===== config.mk =====
export PLATFORM = sky130hd
export DESIGN_NAME = gn_fade
export DESIGN_NICKNAME = d
export VERILOG_FILES = /design/src/rtl/gn_pkg.sv /design/src/rtl/gn_fade.sv
export SDC_FILE = /design/constraint.sdc
export NUM_CORES = 2
export LEC_CHECK = 0
export ABC_AREA = 0
export BUFFER_PORTS_ARGS = -buffer_cell sky130_fd_sc_hd__buf_2
export CAP_MARGIN = 20
export CORE_AREA = 5 5 338 340
export CTS_CLUSTER_DIAMETER = 150
export CTS_CLUSTER_SIZE = 16
export DETAILED_ROUTE_END_ITERATION = 6
export DIE_AREA = 0 0 343 345
export MAX_ROUTING_LAYER = met4
export PLACE_DENSITY = 0.59
export SLEW_MARGIN = 15
export SYNTH_ARGS = -nofsm -noshare
export SYNTH_HDL_FRONTEND = slang
export SYNTH_SLANG_ARGS = --single-unit
export TNS_END_PERCENT = 10

===== constraint.sdc =====
create_clock -name clock -period 10.4 [get_ports clock]
set_clock_uncertainty 0.1 [all_clocks]
set_input_delay 1.04 -clock clock [delete_from_list [all_inputs] [get_ports clock]]
set_output_delay 1.04 -clock clock [all_outputs]
set_load 0.005 [all_outputs]

===== src/rtl/gn_pkg.sv =====
package gn_pkg;

   localparam int PERIOD_W = 16;
   localparam int NOISE_W  = 18;
   localparam int HASH_SHIFT = 8;

   // Fade polynomial coefficients: t*t*t*(t*(6t-15)+10).
   localparam int FADE_A = 6;
   localparam int FADE_B = 15;
   localparam int FADE_C = 10;

   typedef enum logic [1:0] {
      CSR_MULT_ONE   = 2'd0,
      CSR_ADD_TWO    = 2'd1,
      CSR_MULT_THREE = 2'd2
   } csr_index_type;

   localparam logic [31:0] MULT_ONE_RST   = 32'hB529_7A4D;
   localparam logic [31:0] ADD_TWO_RST    = 32'h68E3_1DA4;
   localparam logic [31:0] MULT_THREE_RST = 32'h1B56_C4E9;

   localparam logic signed [31:0] NOISE_MAX = 32'sd131071;
   localparam logic signed [31:0] NOISE_MIN = -32'sd131072;

   typedef struct packed {
      logic [31:0] mult_one;
      logic [31:0] add_two;
      logic [31:0] mult_three;
   } hash_key_type;

endpackage


===== src/rtl/gn_fade.sv =====
module gn_fade import gn_pkg::*; #(
   parameter int FRAC_BITS = 16
) (
   input  logic                 clock,
   input  logic [FRAC_BITS-1:0] t,
   output logic [FRAC_BITS:0]   fade
);

   localparam int F  = FRAC_BITS;
   localparam int TW = 2 * F;
   localparam int AW = F + 5;
   localparam int IW = 2 * F + 6;
   localparam int NW = F + 4;
   localparam int PW = 2 * F + 4;

   logic [F-1:0]           t1_ff;
   logic [TW-1:0]          tt_ff, tt_in;
   logic signed [AW-1:0]   a_ff, a_in;
   logic [TW-1:0]          t3p_ff, t3p_in;
   logic signed [IW-1:0]   inp_ff, inp_in;
   logic signed [F:0]      t_sig;
   logic [F-1:0]           tsq;
   logic [F-1:0]           t3_ff, t3_in;
   logic signed [IW-1:0]   inner_sum;
   logic [NW-1:0]          inner_ff, inner_in;
   logic [PW-1:0]          fp;
   logic [F:0]             fade_ff, fade_in;

   always_comb begin
      tt_in  = TW'(t) * TW'(t);
      a_in   = $signed(AW'(FADE_A) * AW'(t) - (AW'(FADE_B) << F));
      tsq    = tt_ff[TW-1:F];
      t_sig  = $signed({1'b0, t1_ff});
      t3p_in = TW'(tsq) * TW'(t1_ff);
      inp_in = IW'(t_sig) * IW'(a_ff);
      t3_in  = t3p_ff[TW-1:F];
      // The inner polynomial stays positive over [0,1), so it is kept unsigned.
      inner_sum = (inp_ff >>> F) + (IW'(FADE_C) << F);
      inner_in  = inner_sum[NW-1:0];
      fp      = PW'(t3_ff) * PW'(inner_ff);
      fade_in = fp[F +: F+1];
   end

   always_ff @(posedge clock) begin
      t1_ff    <= t;
      tt_ff    <= tt_in;
      a_ff     <= a_in;
      t3p_ff   <= t3p_in;
      inp_ff   <= inp_in;
      t3_ff    <= t3_in;
      inner_ff <= inner_in;
      fade_ff  <= fade_in;
   end

   assign fade = fade_ff;

endmodule


==> results_dict.tcl <==
set metrics [dict create \
    core-area_um2 111300 \
    ys_seq_elements 139 \
    cp_max_fo 23 \
    holdCritPathClass "flip-flop to flip-flop" \
    initial_core_util 0.3456 \
    cp-start-kind "flip-flop" \
    worstPathRequired_ns 10.72 \
    grt.overflow.total 0 \
    grt_setup_unrepaired "no" \
    drv_slew 0 \
    die_y_um 345 \
    worst_pin_slew_ns 0.9882 \
    ant_nets 0 \
    rrSetupSlack_ns 3.11 \
    max_stage_delay_ns 0.90 \
    min-delay-start "t3p_ff[26]" \
    layout_common_cells "inv_1 (1079), fa_1 (911), nand2_1 (563)" \
    cts_tree "done" \
    r2r-start "t1_ff[9]" \
    crit_chain "buf_4 > nand2_1 > fa_1 > inv_1 > fa_1 > inv_1 > fa_1 > inv_1 > fa_1 > fa_1 > inv_1 > fa_1 > inv_1 > ha_1 > a211oi_2 > nand2_2 > a2111oi_4 > a211oi_2 > o21ai_2 > a31oi_4 > a31oi_4 > nor2_2 > a2111oi_2 > xnor2_1" \
    synth_nets 5469 \
    nets 5387 \
    cts.sinks 139 \
    ctsHoldBuffers 0 \
    diodes 0 \
    dieWidth_um 343 \
    cp_common_cell "fa_1" \
    path_class "flip-flop to flip-flop" \
    finalSetupViolCount 0 \
    drt_iter0_drc 1320 \
    max_slew_margin 0.3412 \
    final_util 0.3654 \
    yosys.area.top_type_share 0.4743 \
    grt_pass1_vias 28410 \
    min_period_over_period 0.7006 \
    fin_crit_ns 7.286 \
    dr.pass1.iters 5 \
    yosysWarnings 0 \
    path_delay_family "adder cells" \
    wl_per_cell_um 15.91 \
    synthToLayoutAreaGrowth_pct 5.727 \
    cts_resized 0 \
    dp_hpwl_um 69940 \
    synth_area_um2 38450 \
    buffer_ports.inserted 33 \
    wl_um 88610 \
    die_area_um2 118300 \
    ys_seq_area_frac 0.07237 \
    antenna_found_initial 1 \
    synth_edf_count 0 \
    final_common_cell "inv_1" \
    slowest_stage "dfxtp_1" \
    cts_setup_buffers 0 \
    gp_congestion 0.8557 \
    yosys.area.top_type "fa_1" \
    ioPinCount 34 \
    tns_ns 0 \
    synth_cell_types 58 \
    cap_violations 0 \
    endpoint_kind "flip-flop" \
    hold_depth 0 \
    synth_area_per_cell_um2 9.290 \
    reg2reg_depth 24 \
    rr_endpoint "t3p_ff[31]" \
    drive_gt1_frac 0.02801 \
    hold_viol_final 0 \
    grt_max_degree 39 \
    status "complete, no violations" \
    vias 25520 \
    synth-async-reset-ratio 0 \
    grt_usage 0.1621 \
    synth.area.top_cells "fa_1 (47%), ha_1 (13%), inv_1 (11%)" \
    syn-instance-count 4139 \
    ys.flop_type "dfxtp_1" \
    max_freq_ghz 0.1372 \
    critPathArrivalTime_ns 7.60 \
    path_clk_slew_ns 0.07 \
    htreeDepth 4 \
    core.rowCount 123 \
    clk_latency_ns 0.49 \
    hold_end "t3_ff[10]" \
    cp_num_buf_inv 6 \
    clk_path_buf_depth 2 \
    numCtsBuffers 17 \
    ctsRootBufferMaster "clkbuf_16" \
    viasPerCell 4.581 \
    grt_pass1_wl_um 150000 \
    drc 0 \
    fill_cells 11240 \
]
-- metal layers --
metal | vias to the layer above | GRT usage | part of all wire
met5 | - | - | 0
met4 | 0 | 0.03023 | 0.015
met3 | 86 | 0.01743 | 0.039
met2 | 472 | 0.2774 | 0.49
met1 | 13190 | 0.2108 | 0.45
li1 | 11770 | - | -
-- state kept, by name (all words and copies together) (netlist names) --
name and count:
tt_ff 17, t1_ff 15, inner_ff 20, t3p_ff 16, fade 17, a_ff 18, t3_ff 16, inp_ff 20
-- cell usage after synthesis (all sizes together) (4+ instances only) --
cell / instances
nand3: 22
and3: 9
xor2: 15
clkbuf: 158
inv: 1079
and4: 6
dfxtp: 139
o41ai: 4
a21oi: 50
nand2: 564
nor3: 27
nor2b: 15
a211oi: 6
nor2: 92
fa: 911
nand2b: 4
or2: 6
o21a: 16
a31oi: 7
a21o: 22
o21ai: 28
nand4: 8
xnor2: 87
and2: 426
ha: 402
-- stage by stage --
step | hold WS (ns) | area, µm² | setup WS, ns | cells
2_1_floorplan | 0.2096 | 38450 | 3.759 | 4139
4_1_cts | 0.2283 | 40650 | 3.077 | 5570
6_report | 0.2275 | 40650 | 3.114 | 5570
3_3_place_gp | 0.2098 | 40090 | 2.860 | 5538
3_5_place_dp | 0.2135 | 40090 | 2.767 | 5538
5_1_grt | 0.2293 | 40650 | 2.768 | 5570
-- area by class of cell --
class | instances | area, µm² | share of cell area
clock buffer | 19 | 432.9 | 0.01065
clock inverter | 13 | 131.4 | 0.003232
inverter | 1079 | 4050 | 0.09963
multi-input combinational | 2762 | 31020 | 0.7630
sequential | 139 | 2789 | 0.06860
tap | 1500 | 1877 | 0.04617
timing repair buffer | 58 | 352.8 | 0.008679
-- how the worst max path moves through the flow --
stage / from / end / slack (ns) / cells after the start
finish: t1_ff[9] / t3p_ff[31] / 3.11 / 24
global placement: t[6] / tt_ff[31] / 2.86 / 21
global route: t1_ff[9] / t3p_ff[31] / 2.77 / 24
detailed placement: t[6] / tt_ff[31] / 2.77 / 21
floorplan: t[4] / tt_ff[31] / 3.76 / 24
CTS: t1_ff[9] / t3p_ff[31] / 3.08 / 24
-- kinds of logic (layout without fill, tap and decap cells) --
family,Yosys count,count (layout),share of synthesized area
buffers and inverters,1238,1169,0.1209
xor gates and xnor gates,102,102,0.02323
muxes,1,1,0.0002928
and+or+nand+nor,1186,1186,0.1493
DFF,139,139,0.07237
AOI/OAI and AO/OA,160,160,0.02880
adders and majority gates,1313,1313,0.6051
Power is not shown: default switching activity piles up to over one toggle a cycle in this logic, so the estimate is an artifact.
