===== src/rtl/gn_pkg.sv =====
package gn_pkg;

   localparam int PERIOD_W = 16;
   localparam int NOISE_W  = 18;
   localparam int HASH_SHIFT = 8;

   // Fade polynomial coefficients: t*t*t*(t*(6t-15)+10).
   localparam int FADE_A = 6;
   localparam int FADE_B = 15;
   localparam int FADE_C = 10;

   typedef enum logic [1:0] {
      CSR_MULT_ONE   = 2'd0,
      CSR_ADD_TWO    = 2'd1,
      CSR_MULT_THREE = 2'd2
   } csr_index_type;

   localparam logic [31:0] MULT_ONE_RST   = 32'hB529_7A4D;
   localparam logic [31:0] ADD_TWO_RST    = 32'h68E3_1DA4;
   localparam logic [31:0] MULT_THREE_RST = 32'h1B56_C4E9;

   localparam logic signed [31:0] NOISE_MAX = 32'sd131071;
   localparam logic signed [31:0] NOISE_MIN = -32'sd131072;

   typedef struct packed {
      logic [31:0] mult_one;
      logic [31:0] add_two;
      logic [31:0] mult_three;
   } hash_key_type;

endpackage


===== src/rtl/gn_wrap.sv =====
module gn_wrap import gn_pkg::*; #(
   parameter int W = 16
) (
   input  logic                clock,
   input  logic signed [W:0]   value,
   input  logic [PERIOD_W-1:0] period,
   output logic signed [W:0]   result
);

   localparam int RW = PERIOD_W + 1;

   logic [W-1:0]          mag_ff   [0:W];
   logic [PERIOD_W-1:0]   rem_ff   [0:W];
   logic [PERIOD_W-1:0]   per_ff   [0:W];
   logic                  neg_ff   [0:W];
   logic signed [W:0]     raw_ff   [0:W];
   logic signed [W:0]     neg_val;
   logic [W-1:0]          mag_in;
   logic [31:0]           rem_wide;
   logic signed [W:0]     rem_w;

   always_comb begin
      neg_val = -value;
      mag_in  = value[W] ? neg_val[W-1:0] : value[W-1:0];
   end

   always_ff @(posedge clock) begin
      mag_ff[0] <= mag_in;
      rem_ff[0] <= '0;
      per_ff[0] <= period;
      neg_ff[0] <= value[W];
      raw_ff[0] <= value;
   end

   // Restoring division of the magnitude, one quotient bit per stage.
   for (genvar k = 0; k < W; k++) begin : g_step
      logic [RW-1:0]       trial;
      logic [RW-1:0]       diff;
      logic [PERIOD_W-1:0] rem_in;

      always_comb begin
         trial  = {rem_ff[k], mag_ff[k][W-1-k]};
         diff   = trial - {1'b0, per_ff[k]};
         rem_in = (trial >= {1'b0, per_ff[k]}) ? diff[PERIOD_W-1:0] : trial[PERIOD_W-1:0];
      end

      always_ff @(posedge clock) begin
         mag_ff[k+1] <= mag_ff[k];
         rem_ff[k+1] <= rem_in;
         per_ff[k+1] <= per_ff[k];
         neg_ff[k+1] <= neg_ff[k];
         raw_ff[k+1] <= raw_ff[k];
      end
   end

   // The remainder never exceeds the magnitude, so it fits the value width.
   always_comb begin
      rem_wide = 32'(rem_ff[W]);
      rem_w    = $signed(rem_wide[W:0]);
      if (per_ff[W] == '0) begin
         result = raw_ff[W];
      end else if (neg_ff[W]) begin
         result = -rem_w;
      end else begin
         result = rem_w;
      end
   end

endmodule


===== config.mk =====
export PLATFORM = sky130hd
export DESIGN_NAME = gn_wrap
export DESIGN_NICKNAME = d
export VERILOG_FILES = /design/src/rtl/gn_pkg.sv /design/src/rtl/gn_wrap.sv
export SDC_FILE = /design/constraint.sdc
export NUM_CORES = 1
export LEC_CHECK = 0
export ABC_AREA = 1
export BUFFER_PORTS_ARGS = -buffer_cell sky130_fd_sc_hd__buf_2
export CORE_ASPECT_RATIO = 0.5
export CORE_MARGIN = 2
export CORE_UTILIZATION = 60
export DETAILED_ROUTE_END_ITERATION = 7
export GPL_TIMING_DRIVEN = 0
export PLACE_DENSITY = 0.76
export SETUP_SLACK_MARGIN = 0.1
export SKIP_LAST_GASP = 1
export SYNTH_ARGS = -nofsm -noshare
export SYNTH_HDL_FRONTEND = slang
export SYNTH_SLANG_ARGS = --single-unit

===== constraint.sdc =====
create_clock -name clock -period 2.2 [get_ports clock]
set_input_delay 0.22 -clock clock [delete_from_list [all_inputs] [get_ports clock]]
set_output_delay 0.22 -clock clock [all_outputs]
set_load 0.05 [all_outputs]

==> reports/metrics.cfg <==
[yosys]
synth_seq_area_share_pct=47.4
yosys_warnings=0
syn-cell-area_um2=39600
synth.most_common_cell=nand2_1
synthArstFlopShare_pct=0
yosys.area.top_type_share_pct=47.4
synth-main-ff-cell=dfxtp_1
synth_cell_types=37
synth_edf_count=0
yosysTopAreaCell=dfxtp_1
syn_area_per_cell_um2=7.59
syn_inst=5214
synth_top_cells_by_area=dfxtp_1, nand2_1, inv_1
synth-seq-cells=937
synth.top_cells.by_count=nand2_1, dfxtp_1, inv_1
syn-num-nets=5507

[cts]
clk_path_buf_depth=3
clock_latency_ns=0.67
cts_tree=done
htreeDepth=3
ctsRootBufferMaster=clkbuf_16
clkTransAtPathRegs_ns=0.08
clkSinkCount=937
cts_buffers=77

[power]
p_per_area_nw_per_um2=1110
ir_worst_vdd_mv=0.715
leakage_nw=24.3
power.total_mw=50.8

[detailed_routing]
wirelength_mm=96.6
drt_iter0_markers=2212
route.detailed.drc=0
dr.pass1.iters=6
wire_per_inst_um=15.2
viasPerCell=4.97
detail-route-antenna-nets=0
dr_total_vias=31600

[timing]
rsz0062_at_grt=yes
finalHoldViolCount=0
finalSetupViolations=16
relSlewSlack_pct=38.5
fmax_mhz=442
tightestPinTransition_ns=0.920
skew_ns=0.0288
hold_ws_ns=0.169
report.final.slew_viol_count=0
layout_min_cycle_time_ns=2.26
period_share_pct=103
setup_ws_ns=-0.0615

[final_layout]
antenna_cells=0
multiInputGateArea_um2=18300
drive_above_1_share_pct=11.5
fill_cells=5128
nets=5700
regArea_um2=18800
syn2layout_area_growth_pct=15.7

[place]
gp_congestion=0.945
dpl.hpwl_mm=70.1
io_buffers=50

[setup_path]
crit_path_max_fanout=3
cp.required_ns=1.98
end_kind=output port
critPathLaunchType=register
crit_slowest_cell=dfxtp_1
crit_chain=inv_2, nand3_4, nand2_2, o21ai_1, xnor2_1, o21ai_2, buf_6
crit_path_max_incr_delay_ns=0.32
worstSetupPathType=register to output port
cp_data_arrival_time_ns=2.04

[floorplan]
die_h_um=186
die_area_um2=68200
row_count=66
start_util_pct=60.8
core_area_um2=65200
chipWidth_um=367
num_io_pins=51

[global_routing]
grt_start_max_net_pins=19
antenna_found_initial=0
grt_usage_pct=27.4
grt_pass1_wl_mm=150
overflow=0
grt_pass1_vias=30500

[job]
maxCapViolCount=0

[hold_path]
min_path_type=input pin to register

[status]
status=finished, violations left
violations=setup timing

==> kinds of logic (layout without fill, tap and decap cells) <==
| group | after synthesis | count (layout) | share of synthesized area, % |
|---|---|---|---|
| AND/OR/NAND/NOR | 2789 | 2789 | 29.9 |
| buffers and inverters | 968 | 1225 | 9.84 |
| flip-flops | 937 | 937 | 47.4 |
| adder cells (fa/ha/maj) | 259 | 259 | 8.47 |
| AO/OA/AOI/OAI | 148 | 148 | 1.91 |
| XOR/XNOR | 113 | 113 | 2.50 |
==> worst paths after layout <==
path	start	endpoint	slack (ns)	cells after the start
min reg2reg	raw_ff[14][4]$_DFF_P_	raw_ff[15][4]$_DFF_P_	0.32	0
min	period[2]	per_ff[0][2]$_DFF_P_	0.17	2
max reg2reg	per_ff[8][2]$_DFF_P_	rem_ff[0][147]$_DFF_P_	0.16	14
max	rem_ff[0][256]$_DFF_P_	result[5]	-0.06	7
==> critical path: cells and delay by family (launching register included) <==
family / cells / cell delay, ns
XOR/XNOR: 1 / 0.18
AND/OR/NAND/NOR: 2 / 0.22
flip-flops: 1 / 0.32
buffers and inverters: 2 / 0.32
AO/OA/AOI/OAI: 2 / 0.33
==> metrics by stage <==
stage | setup slack, ns | utilization (%) | setup TNS [ns] | instances | cell area, um2
CTS | -0.148 | 68.0 | -1.95 | 6330 | 44300
floorplan | 0.115 | - | 0 | 5214 | 39600
global placement | 0.0613 | 62.8 | 0 | 6148 | 40900
finish | -0.0615 | 70.3 | -0.447 | 6355 | 45800
global route | -0.160 | 70.3 | -2.27 | 6355 | 45800
detailed placement | 0.0851 | 62.8 | 0 | 6148 | 40900
==> metal layers <==
layer  vias to the layer above  share of wire [%]  global-route usage, %  wire [um]
li1                      16200                  -                      -          -
met1                     14400                 43                   32.8      41800
met2                       776                 48                   49.3      46800
met3                       279                3.9                   3.70       3760
met4                         0                4.4                   12.4       4250
met5                         -                  0                      0          0
==> cell type report <==
class / count / share of cell area [%]
plain buffers: 39 / 0.896
clock buffers: 110 / 4.80
clock inverters: 33 / 1.24
inverters: 929 / 7.71
multi-input cells: 3309 / 39.8
flip-flops and latches: 937 / 41.0
well taps: 884 / 2.41
repair buffers: 114 / 2.06
==> report_power, final <==
| part | internal [mW] | switching (mW) | total (mW) |
|---|---|---|---|
| clock network | 8.31 | 6.56 | 14.9 |
| registers | 18.9 | 1.44 | 20.3 |
| logic | 5.84 | 9.73 | 15.6 |
| total | 33.0 | 17.7 | 50.8 |
==> timing repair <==
item                                   in CTS  in global routing
gates resized for setup                    64                249
buffers inserted                            6                 24
gates cloned                                0                  1
hold buffers                               33                  0
pin swaps                                   3                 39
setup endpoints to repair                  25                190
endpoints found under the hold margin      48                  0
==> state kept, by name, indices dropped and copies added (netlist names) <==
register / count
mag_ff: 120
per_ff: 272
raw_ff: 289
rem_ff: 256
==> layout by cell type (no fill, tap or decap), drive strengths merged, types with 3 or more instances in the layout <==
cell type / count
a21oi: 106
and2: 30
buf: 116
bufinv: 10
clkbuf: 114
clkinv: 18
clkinvlp: 3
dfxtp: 937
dlygate4sd3: 33
fa: 15
ha: 244
inv: 931
nand2: 1994
nand3: 281
nand3b: 63
nand4: 52
nor2: 279
nor3: 47
nor4: 3
o21ai: 38
or2: 40
xnor2: 12
xor2: 101
Note: power is estimated with default switching activity, not from simulation.
