===== config.mk =====
export PLATFORM = sky130hd
export DESIGN_NAME = gn_blend
export DESIGN_NICKNAME = d
export VERILOG_FILES = /design/src/rtl/gn_pkg.sv /design/src/rtl/gn_blend.sv
export SDC_FILE = /design/constraint.sdc
export NUM_CORES = 2
export LEC_CHECK = 0
export BUFFER_PORTS_ARGS = -buffer_cell sky130_fd_sc_hd__buf_2
export CAP_MARGIN = 30
export CORE_MARGIN = 8
export CORE_UTILIZATION = 55
export DETAILED_ROUTE_END_ITERATION = 6
export PLACE_DENSITY = 0.68
export SLEW_MARGIN = 20
export SYNTH_ARGS = -nofsm -noshare
export SYNTH_HDL_FRONTEND = slang
export SYNTH_SLANG_ARGS = --single-unit

===== constraint.sdc =====
create_clock -name clock -period 11.7 [get_ports clock]
set_clock_uncertainty 0.05 [all_clocks]
set_input_delay 2.34 -clock clock [delete_from_list [all_inputs] [get_ports clock]]
set_output_delay 2.34 -clock clock [all_outputs]
set_load 0.05 [all_outputs]

===== src/rtl/gn_pkg.sv =====
package gn_pkg;

   localparam int PERIOD_W = 16;
   localparam int NOISE_W  = 18;
   localparam int HASH_SHIFT = 8;

   // Fade polynomial coefficients: t*t*t*(t*(6t-15)+10).
   localparam int FADE_A = 6;
   localparam int FADE_B = 15;
   localparam int FADE_C = 10;

   typedef enum logic [1:0] {
      CSR_MULT_ONE   = 2'd0,
      CSR_ADD_TWO    = 2'd1,
      CSR_MULT_THREE = 2'd2
   } csr_index_type;

   localparam logic [31:0] MULT_ONE_RST   = 32'hB529_7A4D;
   localparam logic [31:0] ADD_TWO_RST    = 32'h68E3_1DA4;
   localparam logic [31:0] MULT_THREE_RST = 32'h1B56_C4E9;

   localparam logic signed [31:0] NOISE_MAX = 32'sd131071;
   localparam logic signed [31:0] NOISE_MIN = -32'sd131072;

   typedef struct packed {
      logic [31:0] mult_one;
      logic [31:0] add_two;
      logic [31:0] mult_three;
   } hash_key_type;

endpackage


===== src/rtl/gn_blend.sv =====
module gn_blend import gn_pkg::*; #(
   parameter int FRAC_BITS = 16
) (
   input  logic                      clock,
   input  logic [31:0]               h00,
   input  logic [31:0]               h01,
   input  logic [31:0]               h10,
   input  logic [31:0]               h11,
   input  logic [FRAC_BITS-1:0]      fx,
   input  logic [FRAC_BITS-1:0]      fy,
   input  logic [FRAC_BITS:0]        u,
   input  logic [FRAC_BITS:0]        v,
   output logic signed [NOISE_W-1:0] noise
);

   localparam int F  = FRAC_BITS;
   localparam int GW = F + 3;
   localparam int DW = F + 4;
   localparam int UW = F + 2;
   localparam int PW = DW + UW;
   localparam int LW = F + 5;
   localparam int QW = LW + UW;
   localparam int RW = F + 6;
   localparam logic signed [GW-1:0] ONE_Q = GW'(1 << F);

   function automatic logic signed [GW-1:0] grad(
      input logic [31:0]          h,
      input logic signed [GW-1:0] dx,
      input logic signed [GW-1:0] dy
   );
      logic signed [GW-1:0] gx;
      logic signed [GW-1:0] gy;
      gx = h[1] ? -dx : dx;
      gy = h[0] ? -dy : dy;
      return gx + gy;
   endfunction

   logic signed [GW-1:0] dx0, dx1, dy0, dy1;
   logic signed [GW-1:0] g00, g01, g10, g11;
   logic signed [GW-1:0] a0_ff, a1_ff, a0_2_ff, a1_2_ff;
   logic signed [DW-1:0] d0_ff, d1_ff, d0_in, d1_in;
   logic [F:0]           u1_ff, v1_ff, v2_ff, v3_ff;
   logic signed [UW-1:0] u_sig, v_sig;
   logic signed [PW-1:0] p0_ff, p1_ff, p0_in, p1_in;
   logic signed [LW-1:0] low_in, high_in, diff2_in;
   logic signed [LW-1:0] low_ff, diff2_ff, low4_ff;
   logic signed [QW-1:0] q_ff, q_in;
   logic signed [RW-1:0] r;
   logic signed [31:0]   r_wide;
   logic signed [NOISE_W-1:0] noise_ff, noise_in;

   always_comb begin
      dx0   = $signed(GW'(fx));
      dy0   = $signed(GW'(fy));
      dx1   = dx0 - ONE_Q;
      dy1   = dy0 - ONE_Q;
      g00   = grad(h00, dx0, dy0);
      g10   = grad(h10, dx1, dy0);
      g01   = grad(h01, dx0, dy1);
      g11   = grad(h11, dx1, dy1);
      d0_in = DW'(g10) - DW'(g00);
      d1_in = DW'(g11) - DW'(g01);

      u_sig = $signed({1'b0, u1_ff});
      p0_in = PW'(u_sig) * PW'(d0_ff);
      p1_in = PW'(u_sig) * PW'(d1_ff);

      // Arithmetic shifts give the floor of each product.
      low_in   = LW'(a0_2_ff) + LW'(p0_ff >>> F);
      high_in  = LW'(a1_2_ff) + LW'(p1_ff >>> F);
      diff2_in = high_in - low_in;

      v_sig = $signed({1'b0, v3_ff});
      q_in  = QW'(v_sig) * QW'(diff2_ff);

      r      = RW'(low4_ff) + RW'(q_ff >>> F);
      r_wide = 32'(r);
      if (r_wide > NOISE_MAX) begin
         noise_in = NOISE_W'(NOISE_MAX);
      end else if (r_wide < NOISE_MIN) begin
         noise_in = NOISE_W'(NOISE_MIN);
      end else begin
         noise_in = r_wide[NOISE_W-1:0];
      end
   end

   always_ff @(posedge clock) begin
      a0_ff    <= g00;
      a1_ff    <= g01;
      d0_ff    <= d0_in;
      d1_ff    <= d1_in;
      u1_ff    <= u;
      v1_ff    <= v;
      p0_ff    <= p0_in;
      p1_ff    <= p1_in;
      a0_2_ff  <= a0_ff;
      a1_2_ff  <= a1_ff;
      v2_ff    <= v1_ff;
      low_ff   <= low_in;
      diff2_ff <= diff2_in;
      v3_ff    <= v2_ff;
      q_ff     <= q_in;
      low4_ff  <= low_ff;
      noise_ff <= noise_in;
   end

   assign noise = noise_ff;

endmodule


==> impl_results.md <==
* IO Pins at 213
* Crit path largest cell delay at 1.00 ns
* Die W at 324 µm
* Async SR Flop Fraction at 0%
* Htree depth at 2
* Final WL at 121,000 µm
* Post-route ant nets at 0
* Detailed placement HPWL at 96,500 µm
* Rel. slew slack at 30.3%
* Max frequency at 134 MHz
* Die Span Y at 324 µm
* Least-Margin Pin Slew at 1.04 ns
* Synthesized area at 0.0521 mm²
* Worst-case clock buffer depth at 3
* Reg2Reg Setup Slack at 4.22 ns
* Cts hold-fix bufs at 0
* Most used cell, CP: fa_1
* Post-Layout Cell Count at 6,969
* Post-CTS Setup Repair Bufs at 0
* Area Growth Syn to Fin at 6.23%
* Slew Limit Fails at 0
* Starting Density at 55.2%
* Crit path cell chain: and2_1 > fa_1 > inv_1 > fa_1 > fa_1 > inv_1 > fa_1 > fa_1 > inv_1 > fa_1 > inv_1 > ha_1 > a21o_1 > a21oi_1 > o211ai_1 > nand4b_1 > a31oi_1 > nor4b_1 > or3_1 > a21oi_1 > a2111o_1 > a21oi_1 > xnor2_1
* Slowest cell on crit path: dfxtp_1
* Avg WL per Cell at 17.4 µm
* Hold Crit Class: reg -> reg
* CTS tree: yes
* Post-Route Utilization at 58.6%
* Most common cell in the netlist: inv_1
* Worst reg2reg path startpoint: v3_ff[3]$_DFF_P_
* First-pass GRT wire length at 202,000 µm
* Yosys top cell by area: fa_1
* GP Congestion at 0.865
* CP delay by family, top: adder cells
* GRT Total Usage at 24.2%
* Post-synth top area share at 39.8%
* Status: completed
* Floorplan core area at 0.0944 mm²
* Avg Inst Size Synth at 9.18 µm²
* CTS Sinks at 325
* Num rows at 113
* Kind of critical path: reg -> reg
* Setup violators final at 0
* Hold Path Sink: v2_ff[4]$_DFF_P_
* Port Buffers at 92
* Crit path time final at 7.48 ns
* Cells after Synth at 5,678
* FF-to-FF path depth at 23
* Yosys Warn Count at 0
* Num CTS Buffers at 43
* Unique cell type count in the Yosys netlist at 71
* CP endpoint kind: register
* Root buf cell: clkbuf_16
* Vias in the first global route at 39.8k
* PostCTS Resize Cnt at 0
* Worst-skew pair later-pin latency at 0.60 ns
* Top fanout value on the critical path at 21
* Largest net degree at the start of global routing at 39
* DR vias at 36.2k
* Startpoint Class: register
* Max cap viols at 0
* Critical path buffers and inverters at 4
* Final Hold Fails at 0
* Hold path depth at 0
* Fill count at 8,267
* Initial antenna violation count at 12
* Seq/Total Area, Yosys at 12.5%
* RSZ-0062 raised after global routing: false
* Worst-path clk slew at 0.07 ns
* Synth Flop Type: dfxtp_1
* Nets at 7,329
* Starting DRC count in detailed routing at 1,769
* DR vias/cell at 5.19
* Gr ovfl total at 0
* FF-to-FF End: q_ff[37]$_DFF_P_
* Placed insts at 6,880
* FF+latch count, synth at 325
* Source of the worst hold timing path: v1_ff[4]$_DFF_P_
* EDFF count, synth at 0
* TritonRoute pass-1 iters at 5
* Crit path arrival time at 7.94 ns
* Drt drc at 0
* Final Cycle Share at 63.9%
* TNS Setup at 0 ns
* Layout cells sized above 1 at 4.44%
* Worst Path Required at 12.17 ns
* Most frequent cells after synthesis: inv_1, fa_1, nand2_1
* Total die area at 0.105 mm²
* Synth area leaders: fa_1, dfxtp_1, ha_1
[layout by cell type, fill, tap and decap left out, drive strengths merged, types with 24 or more instances in the layout]
cell | Yosys | layout
nor2 | 121 | 121
clkbuf | 202 | 45
nor3 | 59 | 59
conb | 2 | 24
nor2b | 34 | 34
o21a | 52 | 52
nand3 | 38 | 38
o21ai | 83 | 83
buf | 11 | 134
dfxtp | 325 | 325
nand2 | 704 | 704
xnor2 | 280 | 280
a21o | 57 | 57
and2 | 494 | 494
or3 | 37 | 37
xor2 | 73 | 73
ha | 433 | 433
inv | 1317 | 1327
nand2b | 27 | 27
a21oi | 122 | 122
fa | 1035 | 1035
[how the worst max path moves through the flow]
| stage | end | slack, ns | cells past startpoint | startpoint |
|---|---|---|---|---|
| global placement | d0_ff[18]$_DFF_P_ | 3.81 | 22 | fy[0] |
| CTS | p1_ff[36]$_DFF_P_ | 3.94 | 22 | u1_ff[13]$_DFF_P_ |
| global route | p1_ff[35]$_DFF_P_ | 3.85 | 24 | d1_ff[6]$_DFF_P_ |
| detailed placement | d0_ff[18]$_DFF_P_ | 3.76 | 22 | fy[0] |
| floorplan | d0_ff[19]$_DFF_P_ | 4.61 | 20 | fy[2] |
| finish | q_ff[37]$_DFF_P_ | 4.22 | 23 | v3_ff[3]$_DFF_P_ |
[cells by family after synthesis]
kind of cell | synth area share (%)
simple gates | 14.8
buf+inv | 11.1
fa+ha+maj | 50.2
compound gates | 5.48
xor+xnor | 6.01
flops | 12.5
other cells | 0.0144
mux | 0.0192
[through the flow]
stage                     setup slack, ns  area (µm²)  hold WS, ns
after global placement               3.81       53700        0.261
after CTS                            3.94       55200        0.260
after floorplan                      4.61       52200        0.260
after global routing                 3.85       55300        0.276
final                                4.22       55300        0.269
after detailed placement             3.76       53700        0.262
[state kept, by name (all words and copies together) (netlist names)]
register / flops
q_ff: 22
diff2_ff: 21
low4_ff: 21
low_ff: 21
p0_ff: 21
p1_ff: 21
a1_2_ff: 19
a1_ff: 19
d0_ff: 19
d1_ff: 19
a0_2_ff: 18
a0_ff: 18
noise: 18
u1_ff: 17
v1_ff: 17
v2_ff: 17
v3_ff: 17
[layout make-up]
cell class | instances | area (µm²) | area share, %
multi-input cells | 3845 | 39900 | 72.1
inverters | 1317 | 4940 | 8.93
diodes | 4 | 10.0 | 0.0181
clock buffers | 45 | 1090 | 1.98
repair buffers | 134 | 821 | 1.48
flip-flops and latches | 325 | 6510 | 11.8
clock inverters | 34 | 470 | 0.850
well taps | 1265 | 1580 | 2.86
[worst reg2reg max path, cell delays in order (launching register included)]
cell and delay (ns):
dfxtp_1 1.00, and2_1 0.29, fa_1 0.39, inv_1 0.10, fa_1 0.41, fa_1 0.51
inv_1 0.05, fa_1 0.49, fa_1 0.49, inv_1 0.05, fa_1 0.49, inv_1 0.05
ha_1 0.29, a21o_1 0.17, a21oi_1 0.33, o211ai_1 0.24, nand4b_1 0.25, a31oi_1 0.15
nor4b_1 0.50, or3_1 0.24, a21oi_1 0.08, a2111o_1 0.45, a21oi_1 0.20, xnor2_1 0.15
[per-layer routing]
metal / track usage (%) / vias to the layer above / wire, µm
met5: 0 / - / 65
met2: 42.8 / 877 / 60800
met4: 8.53 / 10 / 4480
met1: 29.8 / 18300 / 49200
li1: - / 16700 / -
met3: 3.90 / 279 / 6440
Power is left out: the tool's default activity adds up to more than one toggle a clock period on the data nets, which glitch-free logic cannot reach.
